<file path="config.mk">
export PLATFORM = sky130hd
export DESIGN_NAME = ring_replica_host_selector_core
export DESIGN_NICKNAME = d
export VERILOG_FILES = /design/src/rrhs_pkg.sv /design/src/rrhs_ram.sv /design/src/rrhs_mod.sv /design/src/rrhs_dp.sv /design/src/rrhs_ctrl.sv /design/src/ring_replica_host_selector_core.sv
export SDC_FILE = /design/constraint.sdc
export NUM_CORES = 2
export LEC_CHECK = 0
export BUFFER_PORTS_ARGS = -buffer_cell sky130_fd_sc_hd__buf_2
export CORE_AREA = 2 2 405 407
export DETAILED_ROUTE_END_ITERATION = 10
export DIE_AREA = 0 0 407 409
export PLACE_DENSITY = 0.49
export SLEW_MARGIN = 20
export SYNTH_ARGS = -nofsm -noshare
export SYNTH_HDL_FRONTEND = slang
export SYNTH_SLANG_ARGS = --single-unit
</file>
<file path="constraint.sdc">
create_clock -name clk -period 88.4 [get_ports clk]
set_clock_uncertainty 0.05 [all_clocks]
set_input_delay 4.42 -clock clk [delete_from_list [all_inputs] [get_ports clk]]
set_output_delay 4.42 -clock clk [all_outputs]
set_load 0.03 [all_outputs]
</file>
<file path="src/rrhs_pkg.sv">
// Shared types, constants and codes for the ring replica host selector.
package rrhs_pkg;

	// Default sizes and fixed field widths
	localparam int NODES_DEF    = 1024;
	localparam int MAX_REPL_DEF = 16;
	localparam int KEY_W        = 32;
	localparam int NODE_W       = 10;
	localparam int HOST_W       = 10;
	localparam int CFG_N_W      = 11;
	localparam int CFG_K_W      = 5;
	localparam int APB_AW       = 3;
	localparam int APB_DW       = 32;

	localparam logic [CFG_N_W-1:0] CFG_N_RST = 11'd1024;
	localparam logic [CFG_K_W-1:0] CFG_K_RST = 5'd3;

	// Operation codes
	localparam logic [1:0] OP_UP     = 2'd0;
	localparam logic [1:0] OP_DOWN   = 2'd1;
	localparam logic [1:0] OP_LOOKUP = 2'd2;
	localparam logic [1:0] OP_NONE   = 2'd3;

	// Register indexes (paddr bit 2)
	localparam logic REG_NODE_COUNT = 1'b0;
	localparam logic REG_REPLICA_K  = 1'b1;

	typedef struct packed {
		logic [1:0]        operation;
		logic [NODE_W-1:0] node_index;
		logic [KEY_W-1:0]  key;
	} req_t;

	typedef struct packed {
		logic [HOST_W-1:0] host_node;
		logic              host_valid;
		logic              last;
	} res_t;

	typedef enum logic [3:0] {
		ST_INIT,
		ST_IDLE,
		ST_WR_RD,
		ST_WR_UPD,
		ST_MOD,
		ST_COUNT,
		ST_HOME,
		ST_HOME_CHK,
		ST_LOOP,
		ST_SCAN_R,
		ST_SCAN_L,
		ST_DECIDE,
		ST_FIN_CHK,
		ST_FINISH
	} state_t;

	// Bitmap read address select
	typedef enum logic [2:0] {
		RSEL_IDX,
		RSEL_SWEEP,
		RSEL_HOME,
		RSEL_RIGHT,
		RSEL_RNEXT,
		RSEL_LEFT,
		RSEL_LNEXT
	} rsel_t;

	// Source of a taken host
	typedef enum logic [1:0] {
		TSRC_HOME,
		TSRC_RIGHT,
		TSRC_LEFT
	} tsrc_t;

	typedef struct packed {
		logic  load;
		logic  map_wr;
		logic  count_start;
		logic  count_step;
		logic  ptr_init;
		logic  r_adv;
		logic  l_adv;
		logic  take;
		logic  finish;
		rsel_t rsel;
		tsrc_t tsrc;
	} cmd_t;

	typedef struct packed {
		logic mod_busy;
		logic rbit;
		logic out_free;
		logic take_ok;
		logic loop_go;
		logic final_go;
		logic take_left;
		logic dirty;
		logic live_zero;
		logic count_done;
		logic clr_done;
	} sts_t;

endpackage

</file>
<file path="src/rrhs_ram.sv">
// Generic single-write, single-read RAM with registered read data.
module rrhs_ram #(
	parameter int WIDTH = 1,
	parameter int DEPTH = 1024,
	localparam int AW = (DEPTH > 1) ? $clog2(DEPTH) : 1
) (
	input  logic             clk,
	input  logic             we,
	input  logic [AW-1:0]    waddr,
	input  logic [WIDTH-1:0] wdata,
	input  logic [AW-1:0]    raddr,
	output logic [WIDTH-1:0] rdata
);

	logic [WIDTH-1:0] mem_q [DEPTH];
	logic [WIDTH-1:0] rdata_q;

	always_ff @(posedge clk) begin
		if (we) begin
			mem_q[waddr] <= wdata;
		end
		rdata_q <= mem_q[raddr];
	end

	assign rdata = rdata_q;

endmodule

</file>
<file path="src/rrhs_mod.sv">
// Iterative key modulo node count, one key bit per cycle.
module rrhs_mod #(
	parameter int NW = 11
) (
	input  logic                          clk,
	input  logic                          arst_n,
	input  logic                          start,
	input  logic [rrhs_pkg::KEY_W-1:0]    dividend,
	input  logic [NW-1:0]                 divisor,
	output logic                          busy,
	output logic [NW-1:0]                 rem
);

	localparam int SW = $clog2(rrhs_pkg::KEY_W + 1);

	logic [SW-1:0]              steps_q;
	logic                       busy_q;
	logic [rrhs_pkg::KEY_W-1:0] shreg_q;
	logic [NW:0]                rem_q;
	logic [NW:0]                trial;

	// shift in the next key bit and subtract the divisor when it fits
	assign trial = {rem_q[NW-1:0], shreg_q[rrhs_pkg::KEY_W-1]};

	always_ff @(posedge clk or negedge arst_n) begin
		if (!arst_n) begin
			busy_q  <= 1'b0;
			steps_q <= '0;
		end else if (start) begin
			busy_q  <= 1'b1;
			steps_q <= SW'(rrhs_pkg::KEY_W);
		end else if (busy_q) begin
			steps_q <= steps_q - SW'(1);
			busy_q  <= (steps_q != SW'(1));
		end
	end

	always_ff @(posedge clk) begin
		if (start) begin
			shreg_q <= dividend;
			rem_q   <= '0;
		end else if (busy_q) begin
			shreg_q <= {shreg_q[rrhs_pkg::KEY_W-2:0], 1'b0};
			if (trial >= {1'b0, divisor}) begin
				rem_q <= trial - {1'b0, divisor};
			end else begin
				rem_q <= trial;
			end
		end
	end

	assign busy = busy_q;
	assign rem  = rem_q[NW-1:0];

endmodule

</file>
<file path="src/rrhs_dp.sv">
// Datapath: service bitmap, walk pointers, live count and result register.
module rrhs_dp #(
	parameter int NODES = rrhs_pkg::NODES_DEF,
	parameter int MAX_REPLICAS = rrhs_pkg::MAX_REPL_DEF,
	localparam int IW = $clog2(NODES),
	localparam int NW = $clog2(NODES + 1),
	localparam int CW = $clog2(MAX_REPLICAS + 1)
) (
	input  logic           clk,
	input  logic           arst_n,
	input  rrhs_pkg::cmd_t cmd,
	input  rrhs_pkg::req_t req,
	input  logic [NW-1:0]  n_eff,
	input  logic [CW-1:0]  k_eff,
	input  logic           n_wr,
	input  logic           res_stall,
	output logic           res_valid,
	output rrhs_pkg::res_t res,
	output rrhs_pkg::sts_t sts
);

	// ring step helpers
	function automatic logic [IW-1:0] ring_inc(input logic [IW-1:0] x, input logic [NW-1:0] n);
		ring_inc = (NW'(x) == n - NW'(1)) ? '0 : x + IW'(1);
	endfunction

	function automatic logic [IW-1:0] ring_dec(input logic [IW-1:0] x, input logic [NW-1:0] n);
		ring_dec = (x == '0) ? IW'(n - NW'(1)) : x - IW'(1);
	endfunction

	logic [1:0]                 op_q;
	logic [rrhs_pkg::NODE_W-1:0] idx_q;
	logic [IW-1:0]              l_q, r_q, pend_q;
	logic                       pend_v_q;
	logic [CW-1:0]              cnt_q;
	logic [NW-1:0]              live_q;
	logic                       dirty_q;
	logic [NW-1:0]              sweep_q;
	logic                       sweep_s1;
	logic [NW-1:0]              clr_q;
	logic                       res_valid_q;
	rrhs_pkg::res_t             res_q;

	logic [NW-1:0] rem;
	logic          mod_busy;
	logic [IW-1:0] h, r_inc, l_dec, dist_l, dist_r, idx_addr, sel_node, raddr, waddr;
	logic          rdata, we, wdata, clearing, idx_ok, idx_in_ring, new_bit, out_free;

	rrhs_mod #(.NW(NW)) u_mod (
		.clk      (clk),
		.arst_n   (arst_n),
		.start    (cmd.load),
		.dividend (req.key),
		.divisor  (n_eff),
		.busy     (mod_busy),
		.rem      (rem)
	);

	assign h        = IW'(rem);
	assign r_inc    = ring_inc(r_q, n_eff);
	assign l_dec    = ring_dec(l_q, n_eff);
	assign dist_l   = (l_q > h) ? (l_q - h) : (h - l_q);
	assign dist_r   = (r_q > h) ? (r_q - h) : (h - r_q);
	assign idx_addr = IW'(idx_q);
	assign idx_ok   = (32'(idx_q) < NODES);
	assign idx_in_ring = (32'(idx_q) < 32'(n_eff));
	assign new_bit  = (op_q == rrhs_pkg::OP_UP);
	assign clearing = (clr_q != NW'(NODES));
	assign out_free = !res_valid_q || !res_stall;

	// bitmap read address
	always_comb begin
		unique case (cmd.rsel)
			rrhs_pkg::RSEL_IDX:   raddr = idx_addr;
			rrhs_pkg::RSEL_SWEEP: raddr = sweep_q[IW-1:0];
			rrhs_pkg::RSEL_HOME:  raddr = h;
			rrhs_pkg::RSEL_RIGHT: raddr = r_q;
			rrhs_pkg::RSEL_RNEXT: raddr = r_inc;
			rrhs_pkg::RSEL_LEFT:  raddr = l_q;
			rrhs_pkg::RSEL_LNEXT: raddr = l_dec;
			default:              raddr = r_q;
		endcase
	end

	// taken host source
	always_comb begin
		unique case (cmd.tsrc)
			rrhs_pkg::TSRC_HOME:  sel_node = h;
			rrhs_pkg::TSRC_RIGHT: sel_node = r_q;
			rrhs_pkg::TSRC_LEFT:  sel_node = l_q;
			default:              sel_node = r_q;
		endcase
	end

	// bitmap write: clearing pass after reset, else service updates
	assign we    = clearing || (cmd.map_wr && idx_ok);
	assign waddr = clearing ? clr_q[IW-1:0] : idx_addr;
	assign wdata = clearing ? 1'b1 : new_bit;

	rrhs_ram #(.WIDTH(1), .DEPTH(NODES)) u_map (
		.clk   (clk),
		.we    (we),
		.waddr (waddr),
		.wdata (wdata),
		.raddr (raddr),
		.rdata (rdata)
	);

	// control state
	always_ff @(posedge clk or negedge arst_n) begin
		if (!arst_n) begin
			clr_q       <= '0;
			dirty_q     <= 1'b1;
			live_q      <= '0;
			sweep_s1    <= 1'b0;
			pend_v_q    <= 1'b0;
			res_valid_q <= 1'b0;
		end else begin
			if (clearing) begin
				clr_q <= clr_q + NW'(1);
			end

			// live count: recount sweep or incremental update
			if (n_wr) begin
				dirty_q <= 1'b1;
			end else if (cmd.count_start) begin
				dirty_q <= 1'b0;
			end
			if (cmd.count_start) begin
				live_q   <= '0;
				sweep_s1 <= 1'b0;
			end else if (cmd.count_step) begin
				sweep_s1 <= (sweep_q != n_eff);
				if (sweep_s1 && rdata) begin
					live_q <= live_q + NW'(1);
				end
			end else if (cmd.map_wr && !dirty_q && idx_ok && idx_in_ring) begin
				if (new_bit && !rdata) begin
					live_q <= live_q + NW'(1);
				end else if (!new_bit && rdata) begin
					live_q <= live_q - NW'(1);
				end
			end

			if (cmd.load || cmd.finish) begin
				pend_v_q <= 1'b0;
			end else if (cmd.take) begin
				pend_v_q <= 1'b1;
			end

			if (cmd.finish || (cmd.take && pend_v_q)) begin
				res_valid_q <= 1'b1;
			end else if (!res_stall) begin
				res_valid_q <= 1'b0;
			end
		end
	end

	// payload registers
	always_ff @(posedge clk) begin
		if (cmd.load) begin
			op_q  <= req.operation;
			idx_q <= req.node_index;
			cnt_q <= '0;
		end else if (cmd.take) begin
			cnt_q <= cnt_q + CW'(1);
		end

		if (cmd.count_start) begin
			sweep_q <= '0;
		end else if (cmd.count_step && (sweep_q != n_eff)) begin
			sweep_q <= sweep_q + NW'(1);
		end

		if (cmd.ptr_init) begin
			l_q <= ring_dec(h, n_eff);
			r_q <= ring_inc(h, n_eff);
		end else begin
			if (cmd.r_adv) begin
				r_q <= r_inc;
			end
			if (cmd.l_adv) begin
				l_q <= l_dec;
			end
		end

		// one host is held back so that the final one can carry last
		if (cmd.take) begin
			pend_q <= sel_node;
		end
		if (cmd.finish) begin
			res_q.host_node  <= pend_v_q ? rrhs_pkg::HOST_W'(pend_q) : '0;
			res_q.host_valid <= pend_v_q;
			res_q.last       <= 1'b1;
		end else if (cmd.take && pend_v_q) begin
			res_q.host_node  <= rrhs_pkg::HOST_W'(pend_q);
			res_q.host_valid <= 1'b1;
			res_q.last       <= 1'b0;
		end
	end

	assign res_valid = res_valid_q;
	assign res       = res_q;

	// status to the controller
	assign sts.mod_busy   = mod_busy;
	assign sts.rbit       = rdata;
	assign sts.out_free   = out_free;
	assign sts.take_ok    = !pend_v_q || out_free;
	assign sts.loop_go    = (cnt_q < k_eff) && (32'(cnt_q) < 32'(live_q)) && (l_q != r_q);
	assign sts.final_go   = (cnt_q < k_eff) && (l_q == r_q);
	assign sts.take_left  = (dist_l < dist_r);
	assign sts.dirty      = dirty_q;
	assign sts.live_zero  = (live_q == '0);
	assign sts.count_done = (sweep_q == n_eff) && !sweep_s1;
	assign sts.clr_done   = !clearing;

endmodule

</file>
<file path="src/rrhs_ctrl.sv">
// Controller: sequences service updates and the two-pointer lookup walk.
module rrhs_ctrl (
	input  logic           clk,
	input  logic           arst_n,
	input  logic           req_valid,
	input  logic [1:0]     req_op,
	input  rrhs_pkg::sts_t sts,
	output logic           req_stall,
	output rrhs_pkg::cmd_t cmd
);

	rrhs_pkg::state_t state_q, state_d;

	always_ff @(posedge clk or negedge arst_n) begin
		if (!arst_n) begin
			state_q <= rrhs_pkg::ST_INIT;
		end else begin
			state_q <= state_d;
		end
	end

	// next state and commands
	always_comb begin
		state_d   = state_q;
		cmd       = '0;
		req_stall = 1'b1;
		unique case (state_q)
			rrhs_pkg::ST_INIT: begin
				if (sts.clr_done) begin
					state_d = rrhs_pkg::ST_IDLE;
				end
			end
			rrhs_pkg::ST_IDLE: begin
				req_stall = 1'b0;
				if (req_valid) begin
					cmd.load = 1'b1;
					unique case (req_op)
						rrhs_pkg::OP_UP, rrhs_pkg::OP_DOWN: state_d = rrhs_pkg::ST_WR_RD;
						rrhs_pkg::OP_LOOKUP:                state_d = rrhs_pkg::ST_MOD;
						default:                            state_d = rrhs_pkg::ST_IDLE;
					endcase
				end
			end
			// read the old bit, then write the new one
			rrhs_pkg::ST_WR_RD: begin
				cmd.rsel = rrhs_pkg::RSEL_IDX;
				state_d  = rrhs_pkg::ST_WR_UPD;
			end
			rrhs_pkg::ST_WR_UPD: begin
				cmd.map_wr = 1'b1;
				state_d    = rrhs_pkg::ST_IDLE;
			end
			rrhs_pkg::ST_MOD: begin
				if (!sts.mod_busy) begin
					if (sts.dirty) begin
						cmd.count_start = 1'b1;
						state_d         = rrhs_pkg::ST_COUNT;
					end else begin
						state_d = rrhs_pkg::ST_HOME;
					end
				end
			end
			rrhs_pkg::ST_COUNT: begin
				cmd.count_step = 1'b1;
				cmd.rsel       = rrhs_pkg::RSEL_SWEEP;
				if (sts.count_done) begin
					state_d = rrhs_pkg::ST_HOME;
				end
			end
			rrhs_pkg::ST_HOME: begin
				if (sts.live_zero) begin
					state_d = rrhs_pkg::ST_FINISH;
				end else begin
					cmd.ptr_init = 1'b1;
					cmd.rsel     = rrhs_pkg::RSEL_HOME;
					state_d      = rrhs_pkg::ST_HOME_CHK;
				end
			end
			rrhs_pkg::ST_HOME_CHK: begin
				cmd.rsel = rrhs_pkg::RSEL_HOME;
				cmd.tsrc = rrhs_pkg::TSRC_HOME;
				if (!sts.rbit) begin
					state_d = rrhs_pkg::ST_LOOP;
				end else if (sts.take_ok) begin
					cmd.take = 1'b1;
					state_d  = rrhs_pkg::ST_LOOP;
				end
			end
			rrhs_pkg::ST_LOOP: begin
				cmd.rsel = rrhs_pkg::RSEL_RIGHT;
				priority if (sts.loop_go) begin
					state_d = rrhs_pkg::ST_SCAN_R;
				end else if (sts.final_go) begin
					state_d = rrhs_pkg::ST_FIN_CHK;
				end else begin
					state_d = rrhs_pkg::ST_FINISH;
				end
			end
			// skip out-of-service nodes, one probe per cycle
			rrhs_pkg::ST_SCAN_R: begin
				if (sts.rbit) begin
					cmd.rsel = rrhs_pkg::RSEL_LEFT;
					state_d  = rrhs_pkg::ST_SCAN_L;
				end else begin
					cmd.r_adv = 1'b1;
					cmd.rsel  = rrhs_pkg::RSEL_RNEXT;
				end
			end
			rrhs_pkg::ST_SCAN_L: begin
				if (sts.rbit) begin
					state_d = rrhs_pkg::ST_DECIDE;
				end else begin
					cmd.l_adv = 1'b1;
					cmd.rsel  = rrhs_pkg::RSEL_LNEXT;
				end
			end
			// nearer side wins, tie goes right
			rrhs_pkg::ST_DECIDE: begin
				if (sts.take_ok) begin
					cmd.take = 1'b1;
					state_d  = rrhs_pkg::ST_LOOP;
					if (sts.take_left) begin
						cmd.tsrc  = rrhs_pkg::TSRC_LEFT;
						cmd.l_adv = 1'b1;
					end else begin
						cmd.tsrc  = rrhs_pkg::TSRC_RIGHT;
						cmd.r_adv = 1'b1;
					end
				end
			end
			// pointers met: take the meeting node if in service
			rrhs_pkg::ST_FIN_CHK: begin
				cmd.rsel = rrhs_pkg::RSEL_RIGHT;
				cmd.tsrc = rrhs_pkg::TSRC_RIGHT;
				if (!sts.rbit) begin
					state_d = rrhs_pkg::ST_FINISH;
				end else if (sts.take_ok) begin
					cmd.take = 1'b1;
					state_d  = rrhs_pkg::ST_FINISH;
				end
			end
			rrhs_pkg::ST_FINISH: begin
				if (sts.out_free) begin
					cmd.finish = 1'b1;
					state_d    = rrhs_pkg::ST_IDLE;
				end
			end
			default: begin
				state_d = rrhs_pkg::ST_IDLE;
			end
		endcase
	end

endmodule

</file>
<file path="src/ring_replica_host_selector_core.sv">
// Ring replica host selector: service bitmap in a RAM, lookups walked by a sequencer.
// Sequence: an update reads the old bit, then writes the new one. A lookup takes key mod
//   node_count, recounts live nodes after reset or a node_count write, checks the home
//   node and the loop, takes further hosts past out-of-service nodes, and closes.
// Throughput: one item at a time; the next follows the last write or closing result.
// Reset: a clearing pass marks every node in service while req_stall stays high.
module ring_replica_host_selector_core #(
	parameter int NODES = rrhs_pkg::NODES_DEF,
	parameter int MAX_REPLICAS = rrhs_pkg::MAX_REPL_DEF
) (
	input  logic                        clk,
	input  logic                        arst_n,
	input  logic                        psel,
	input  logic                        penable,
	input  logic                        pwrite,
	input  logic [rrhs_pkg::APB_AW-1:0] paddr,
	input  logic [rrhs_pkg::APB_DW-1:0] pwdata,
	output logic [rrhs_pkg::APB_DW-1:0] prdata,
	output logic                        pready,
	input  logic                        req_valid,
	output logic                        req_stall,
	input  rrhs_pkg::req_t              req_data,
	output logic                        res_valid,
	input  logic                        res_stall,
	output rrhs_pkg::res_t              res_data
);

	localparam int NW = $clog2(NODES + 1);
	localparam int CW = $clog2(MAX_REPLICAS + 1);

	logic [rrhs_pkg::CFG_N_W-1:0] node_count_q;
	logic [rrhs_pkg::CFG_K_W-1:0] replica_k_q;
	logic                         cfg_wr, n_wr;
	logic [31:0]                  n_raw, k_raw;
	logic [NW-1:0]                n_eff;
	logic [CW-1:0]                k_eff;
	rrhs_pkg::cmd_t               cmd;
	rrhs_pkg::sts_t               sts;

	// configuration registers
	assign cfg_wr = psel && penable && pwrite;
	assign n_wr   = cfg_wr && (paddr[2] == rrhs_pkg::REG_NODE_COUNT);
	assign pready = 1'b1;

	always_ff @(posedge clk or negedge arst_n) begin
		if (!arst_n) begin
			node_count_q <= rrhs_pkg::CFG_N_RST;
			replica_k_q  <= rrhs_pkg::CFG_K_RST;
		end else if (cfg_wr) begin
			if (paddr[2] == rrhs_pkg::REG_NODE_COUNT) begin
				node_count_q <= pwdata[rrhs_pkg::CFG_N_W-1:0];
			end else begin
				replica_k_q <= pwdata[rrhs_pkg::CFG_K_W-1:0];
			end
		end
	end

	assign prdata = (paddr[2] == rrhs_pkg::REG_REPLICA_K) ? 32'(replica_k_q) : 32'(node_count_q);

	// saturate register values to the working range
	assign n_raw = 32'(node_count_q);
	assign k_raw = 32'(replica_k_q);
	assign n_eff = (n_raw < 32'd2) ? NW'(2) : ((n_raw > NODES) ? NW'(NODES) : NW'(n_raw));
	assign k_eff = (k_raw < 32'd1) ? CW'(1) :
	               ((k_raw > MAX_REPLICAS) ? CW'(MAX_REPLICAS) : CW'(k_raw));

	rrhs_ctrl u_ctrl (
		.clk       (clk),
		.arst_n    (arst_n),
		.req_valid (req_valid),
		.req_op    (req_data.operation),
		.sts       (sts),
		.req_stall (req_stall),
		.cmd       (cmd)
	);

	rrhs_dp #(
		.NODES        (NODES),
		.MAX_REPLICAS (MAX_REPLICAS)
	) u_dp (
		.clk       (clk),
		.arst_n    (arst_n),
		.cmd       (cmd),
		.req       (req_data),
		.n_eff     (n_eff),
		.k_eff     (k_eff),
		.n_wr      (n_wr),
		.res_stall (res_stall),
		.res_valid (res_valid),
		.res       (res_data),
		.sts       (sts)
	);

	// a no-host result always closes its request
	a_nohost_last: assert property (@(posedge clk) disable iff (!arst_n)
		res_valid && !res_data.host_valid |-> res_data.last)
		else $error("no-host result without last");

	// a selected host lies on the ring in use
	a_host_range: assert property (@(posedge clk) disable iff (!arst_n)
		res_valid && res_data.host_valid |-> (32'(res_data.host_node) < 32'(n_eff)))
		else $error("host outside ring");

	// the closing result never overwrites one still waiting
	a_finish_free: assert property (@(posedge clk) disable iff (!arst_n)
		cmd.finish |-> sts.out_free)
		else $error("final result overwrote pending output");

	// a take that pushes out a held host needs a free output slot
	a_take_free: assert property (@(posedge clk) disable iff (!arst_n)
		cmd.take |-> sts.take_ok)
		else $error("host taken with output slot busy");

endmodule

</file>
After elaboration in Yosys (flattened, before gate mapping)
Memory sizes are Yosys's and may differ from the RTL's. A register that Yosys moved wholly into a read port is not among the register bits.
Cells that the tools add are included.
{"block": "totals", "register_bits": 166, "latchBits": 0, "mem_bits_rw": 1024, "mem_bits_ro": 0, "out_inout_bits": 47, "word_cells": 231, "mem_count": 1}
{"memory": "u_dp.u_map.mem_q", "depth": 1024, "word_bits": 1, "rd": 1, "rd_ports_with_merged_regs": 1, "write_ports": 1, "line": "rrhs_ram.sv:15", "source": "logic [WIDTH-1:0] mem_q [DEPTH];"}
{"block": "classes", "addsub": 16, "mul": 0, "div": 0, "order_cmp": 11, "n_eq_ne": 39, "shifts": 0, "n_mux": 90, "bitwise": 1, "n_reduce_logical": 50}
{"cell": "$mux 10", "count": 12}
{"cell": "$mux 11", "count": 10}
{"cell": "$mux 32", "count": 2}
{"cell": "$pmux 10 s6", "count": 1}
{"cell": "$mux 4", "count": 13}
{"cell": "$pmux 4 s13", "count": 1}
{"cell": "$sub 10x10->10", "count": 4}
{"cell": "$add 11x1->11 const B", "count": 3}
{"cell": "$mux 1", "count": 32}
{"cell": "$eq 4x4->1 const B", "count": 6}
{"cell": "$mux 12", "count": 2}
{"cell": "$eq 10x11->1", "count": 2}
{"cell": "$sub 11x1->11 const B", "count": 2}
{"cell": "$add 10x1->10 const B", "count": 2}
{"cell": "$gt 10x10->1", "count": 2}
{"cell": "$logic_not 10->1", "count": 2}
{"cell": "$pmux 10 s2", "count": 1}
{"cell": "$sub 10x1->10 const B", "count": 2}
{"cell": "$pmux 3 s6", "count": 1}
{"cell": "$eq 4x3->1 const B", "count": 4}
{"cell": "$logic_and 1x1->1", "count": 14}
{"cell": "$reduce_bool 2->1", "count": 7}
{"cell": "$ge 12x11->1", "count": 1}
{"cell": "$mux 6", "count": 2}
{"cell": "other kinds (46)", "count": 79}

Logic depth before layout (Yosys ltp)
{"block": "depth", "word_depth": 9, "mapped_depth": 30}

Hierarchy
From an unflattened synthesis, not the netlist that was laid out.
{"block": "hier_totals", "cells_unflattened": 4559, "hier_area_um2": 57941.8}
{"module": "rrhs_ram", "n_inst": 1, "cells_each": 3112, "area_per_inst_um2": 44656.6, "seq_area_each_um2": 30769.5}
{"module": "rrhs_dp", "n_inst": 1, "cells_each": 1001, "area_per_inst_um2": 8709.6, "seq_area_each_um2": 2583.7}
{"module": "rrhs_mod", "n_inst": 1, "cells_each": 249, "area_per_inst_um2": 2824.0, "seq_area_each_um2": 1356.3}
{"module": "ring_replica_host_selector_core", "n_inst": 1, "cells_each": 97, "area_per_inst_um2": 1061.0, "seq_area_each_um2": 404.1}
{"module": "rrhs_ctrl", "n_inst": 1, "cells_each": 100, "area_per_inst_um2": 690.7, "seq_area_each_um2": 100.1}

Worst setup path before layout
OpenSTA, ideal clock, no wires.
{"block": "synth_path", "path_type": "flip-flop to flip-flop", "start": "register u_dp.op_q[0]", "end": "memory u_dp.u_map.mem_q[0], data pin", "setup_ps": 8129, "arrival_time_ps": 39850, "required_ps": 80221, "slack_ps": 40371, "path_stages_with_launch": 2, "path_buffers": 0, "cell_sequence": "edfxtp_1 -> o21ai_0"}
{"block": "synth_via", "elab_chain_cells": 2}
{"element": "start: declaration", "line": "rrhs_dp.sv:31", "source": "logic [1:0] op_q;"}
{"element": "start signal: assignment", "line": "rrhs_dp.sv:162", "source": "op_q <= req.operation;"}
{"element": "$logic_not 2->1", "line": "rrhs_dp.sv:67", "source": "assign new_bit = (op_q == rrhs_pkg::OP_UP);"}
{"element": "$mux 1", "line": "rrhs_dp.sv:98", "source": "assign wdata = clearing ? 1'b1 : new_bit;"}
{"element": "via u_dp.u_map.wdata", "line": "rrhs_ram.sv:10", "source": "input logic [WIDTH-1:0] wdata,"}
{"element": "end: declaration", "line": "rrhs_ram.sv:15"}
The timed path passes the listed nets, and every way through them passes these cells.

Final worst setup path
{"block": "layout_path", "start": "register node_count_q[3] in the netlist's numbering", "end": "register u_dp.u_map.rdata_q, in the netlist u_dp.u_map.rdata, read port of u_dp.u_map.mem_q"}
{"block": "layout_via", "elab_chain_cells": 7}
{"element": "start: declaration", "line": "ring_replica_host_selector_core.sv:31", "source": "logic [rrhs_pkg::CFG_N_W-1:0] node_count_q;"}
{"element": "start signal: assignment", "line": "ring_replica_host_selector_core.sv:47", "source": "node_count_q <= rrhs_pkg::CFG_N_RST;"}
{"element": "start signal: assignment", "line": "ring_replica_host_selector_core.sv:51", "source": "node_count_q <= pwdata[rrhs_pkg::CFG_N_W-1:0];"}
{"element": "$gt 11x11->1", "line": "ring_replica_host_selector_core.sv:63", "source": "assign n_eff = (n_raw < 32'd2) ? NW'(2) : ((n_raw > NODES) ? NW'(NODES) : NW'(n_raw));"}
{"element": "$mux 11", "line": "ring_replica_host_selector_core.sv:63"}
{"element": "$mux 11 *", "line": "ring_replica_host_selector_core.sv:63"}
{"element": "$sub 11x1->11 *", "line": "rrhs_dp.sv:24", "source": "ring_inc = (NW'(x) == n - NW'(1)) ? '0 : x + IW'(1);"}
{"element": "$eq 10x11->1", "line": "rrhs_dp.sv:24"}
{"element": "$mux 10", "line": "rrhs_dp.sv:24"}
{"element": "$pmux 10 s6 *", "line": "rrhs_dp.sv:73", "source": "unique case (cmd.rsel)"}
{"element": "end: declaration", "line": "rrhs_ram.sv:16", "source": "logic [WIDTH-1:0] rdata_q;"}
Mark *: on every way between the ends. The rest lies on a longest branch, timed or not.
A chain may end at the register's enable or synchronous reset.

==> impl_metrics.ini <==
[sta]
tns_ns = 0
min_period_over_period_pct = 11.10
final.min_clock_period_ns = 9.808
rsz0062_at_grt = false
fmax_ghz = 0.1020
fin_hold_ws_ns = 0.4070
finalSetupViolCount = 0
worstMarginPinSlew_ns = 1.253
hold_viol = 0
maxSlewHeadroom_pct = 16.20
drv_slew = 0

[clock_tree]
clkTransAtPathRegs_ns = 0.06
numCtsBuffers = 137
clock_sinks = 1191
cts_hold_buf = 0
clkLatencyLatePin_ns = 0.79
root_buffer = clkbuf_16
htree_levels = 4
cts_resized = 0
cts_tree = yes
clock_path_buffers = 3
cts_setup_buffers = 0

[placement]
port_buffers = 87
dp_hpwl_um = 106300
gp_congestion = 0.8986

[global_route]
grt_pass1_wl_um = 282300
antenna_found_initial = 10
grt_usage_pct = 23.03
top_usage_layer = met2
grt_max_degree = 266
use_met2_pct = 35.12
grt.overflow.total = 0
use_met1_pct = 33.17
grt_pass1_vias = 40920
grt_util_met3_pct = 3.576

[power_and_ir_drop]
power.clock.fraction_pct = 24.8
p_per_area_nw_per_um2 = 35.79
combPwrFrac_pct = 46.0
p_sw_share_pct = 44.74
p_leak_nw = 23.70
p_seq_share_pct = 29.2
p_int_w = 0.001290
vdd_drop_max_v = 0.00004775
p_switching_w = 0.001045

[floorplan]
initial_utilization_pct = 35.84
die_h_um = 409
io_pins = 133
placeableCoreArea_um2 = 162000
dieArea_um2 = 166500
die_w_um = 407
std_cell_rows = 148

[setup_path]
crit_start = node_count_q[3]$_DFFE_PN0P_
cp_max_fo = 60
start_kind = flip-flop
arrival_ns = 10.42
critPathKind = flip-flop to flip-flop
reg2reg_from = node_count_q[3]$_DFFE_PN0P_
cp-end-kind = flip-flop
required_ns = 89.01

[synthesis]
ys.warnings.count = 0
ys_seq_area_share_pct = 60.64
avgSynthCellArea_um2 = 10.46
syn-cell-area_um2 = 58070
synth_ff_type = edfxtp_1
ys_types = 94
synth_seq_cells = 1191
async_reset_ff_share_pct = 4.450
netlist_instances = 5553
synth_edf_count = 1109

[route]
drt-vias-per-instance = 5.652
vias = 43580
ant_nets = 0
drc_errors = 0
drt-total-wl_um = 195000
drt_iter0_markers = 5295
dr.pass1.iters = 9
wire_per_inst_um = 25.29

[final_layout]
drive_gt1_share_pct = 9.559
fin_nets = 5610
final_cell_mix = nor2_1 (1,157), edfxtp_1 (1,109), nand2_1 (760)
layout_commonest_cell = nor2_1
areaGrowthSynthToFinish_pct = 12.33

[worst_hold_path]
hp-class = flip-flop to flip-flop
hp-start = u_dp.res[0]$_SDFFE_PP1P_

[status]
status = finished, final reports clean

[flow_run]
cap_viol_max_count = 0
[through the flow]
stage | worst slack [ns] | power (W) | util, % | instances | area, um2
2_1_floorplan | 40.37 | 0.001333 | - | 5573 | 58150
3_3_place_gp | 78.65 | 0.001754 | 37.40 | 7466 | 60600
3_5_place_dp | 78.70 | 0.001756 | 37.40 | 7466 | 60600
4_1_cts | 78.70 | 0.002337 | 40.21 | 7709 | 65150
5_1_grt | 78.30 | 0.002443 | 40.26 | 7709 | 65230
6_report | 78.59 | 0.002335 | 40.26 | 7710 | 65230
[sequential cells by signal, summed over array words and instances, names as in the netlist, 2 cells and up]
signal / count
node_count_q: 11
replica_k_q: 5
u_ctrl.state_q: 4
u_dp.clr_q: 11
u_dp.cnt_q: 5
u_dp.idx_addr: 10
u_dp.l_q: 10
u_dp.live_q: 11
u_dp.op_q: 2
u_dp.pend_q: 10
u_dp.r_q: 10
u_dp.res: 12
u_dp.sweep_q: 11
u_dp.u_map.mem_q: 1024
u_dp.u_mod.rem_q: 11
u_dp.u_mod.shreg_q: 32
u_dp.u_mod.steps_q: 6
[worst paths after layout]
path / endpoint / slack [ns] / depth (start not counted)
max: u_dp.u_map.rdata$_DFF_P_ / 78.59 / 24
min: u_dp.res[0]$_SDFFE_PP1P_ / 0.41 / 1
max reg2reg: u_dp.u_map.rdata$_DFF_P_ / 78.59 / 24
min reg2reg: u_dp.res[0]$_SDFFE_PP1P_ / 0.41 / 1
max in group asynchronous: node_count_q[4]$_DFFE_PN0P_ / 84.04 / 2
min in group asynchronous: u_dp.u_mod.steps_q[3]$_DFFE_PN0P_ / 3.74 / 2
[logic make-up (layout without fill, tap and decap cells)]
logic type / after synthesis / in the layout / synth area share (%)
buffers and inverters: 567 / 528 / 3.915
xor gates and xnor gates: 117 / 117 / 1.765
adders and majority gates: 94 / 94 / 2.090
other: 2 / 23 / 0.01293
muxes: 137 / 137 / 2.420
AOI/OAI and AO/OA: 745 / 745 / 9.034
DFF: 1191 / 1191 / 60.64
and+or+nand+nor: 2700 / 2700 / 20.12
[layout make-up]
| cell class | count | area, um2 |
|---|---|---|
| clock buffer | 169 | 3558 |
| fill | 15940 | 96800 |
| sequential | 1191 | 35210 |
| timing repair buffer | 204 | 1380 |
| clock inverter | 74 | 993.5 |
| multi-input combinational | 3815 | 21060 |
| antenna | 1 | 2.502 |
| tap | 2175 | 2721 |
| inverter | 81 | 304.0 |
[cells in the mapped netlist, types with 96 or more instances]
library cell | count | share of area [%]
nor2_1 | 1159 | 7.5
edfxtp_1 | 1109 | 57
nand2_1 | 799 | 5.2
clkbuf_1 | 329 | 2.1
nand3_1 | 298 | 2.6
a211oi_1 | 138 | 1.8
and3_1 | 131 | 1.4
a21oi_1 | 111 | 0.96
mux2i_1 | 110 | 1.9
o21ai_0 | 99 | 0.85
a32oi_1 | 98 | 1.5
a31oi_1 | 96 | 1.0
[critical path: stages, from the launching register on]
cell and delay [ns]:
dfrtp_1 0.56, or4_4 0.64, nor2_1 0.22, nor2_1 0.07
nor2_1 0.42, inv_1 0.28, ha_1 0.38, nor2b_1 0.20
a21o_1 0.22, and4_1 0.20, o22ai_1 0.43, or4_4 0.36
o21ai_4 0.06, buf_4 0.30, nand2_4 0.63, buf_4 0.73
buf_4 0.62, buf_4 0.73, nand2_1 0.12, a32oi_1 0.27
a31oi_1 0.15, nor4_2 0.81, a22o_1 0.51, o32ai_1 0.21
nor3_1 0.35
[metal layers]
metal	vias to the layer above	wire [um]
met5	-	0
met4	0	6532
met3	333	14020
met2	1559	87460
met1	22120	86950
li1	19570	-
[power by group through the flow]
| stage | registers, W | clock network (W) | logic [W] |
|---|---|---|---|
| finish | 0.000681 | 0.000580 | 0.00107 |
| global route | 0.000684 | 0.000610 | 0.00115 |
| CTS | 0.000679 | 0.000590 | 0.00107 |
| detailed placement | 0.000691 | 0 | 0.00106 |
| global placement | 0.000691 | 0 | 0.00106 |
| floorplan | 0.000673 | 0 | 0.000660 |
Note: power is estimated with default switching activity, not from simulation.
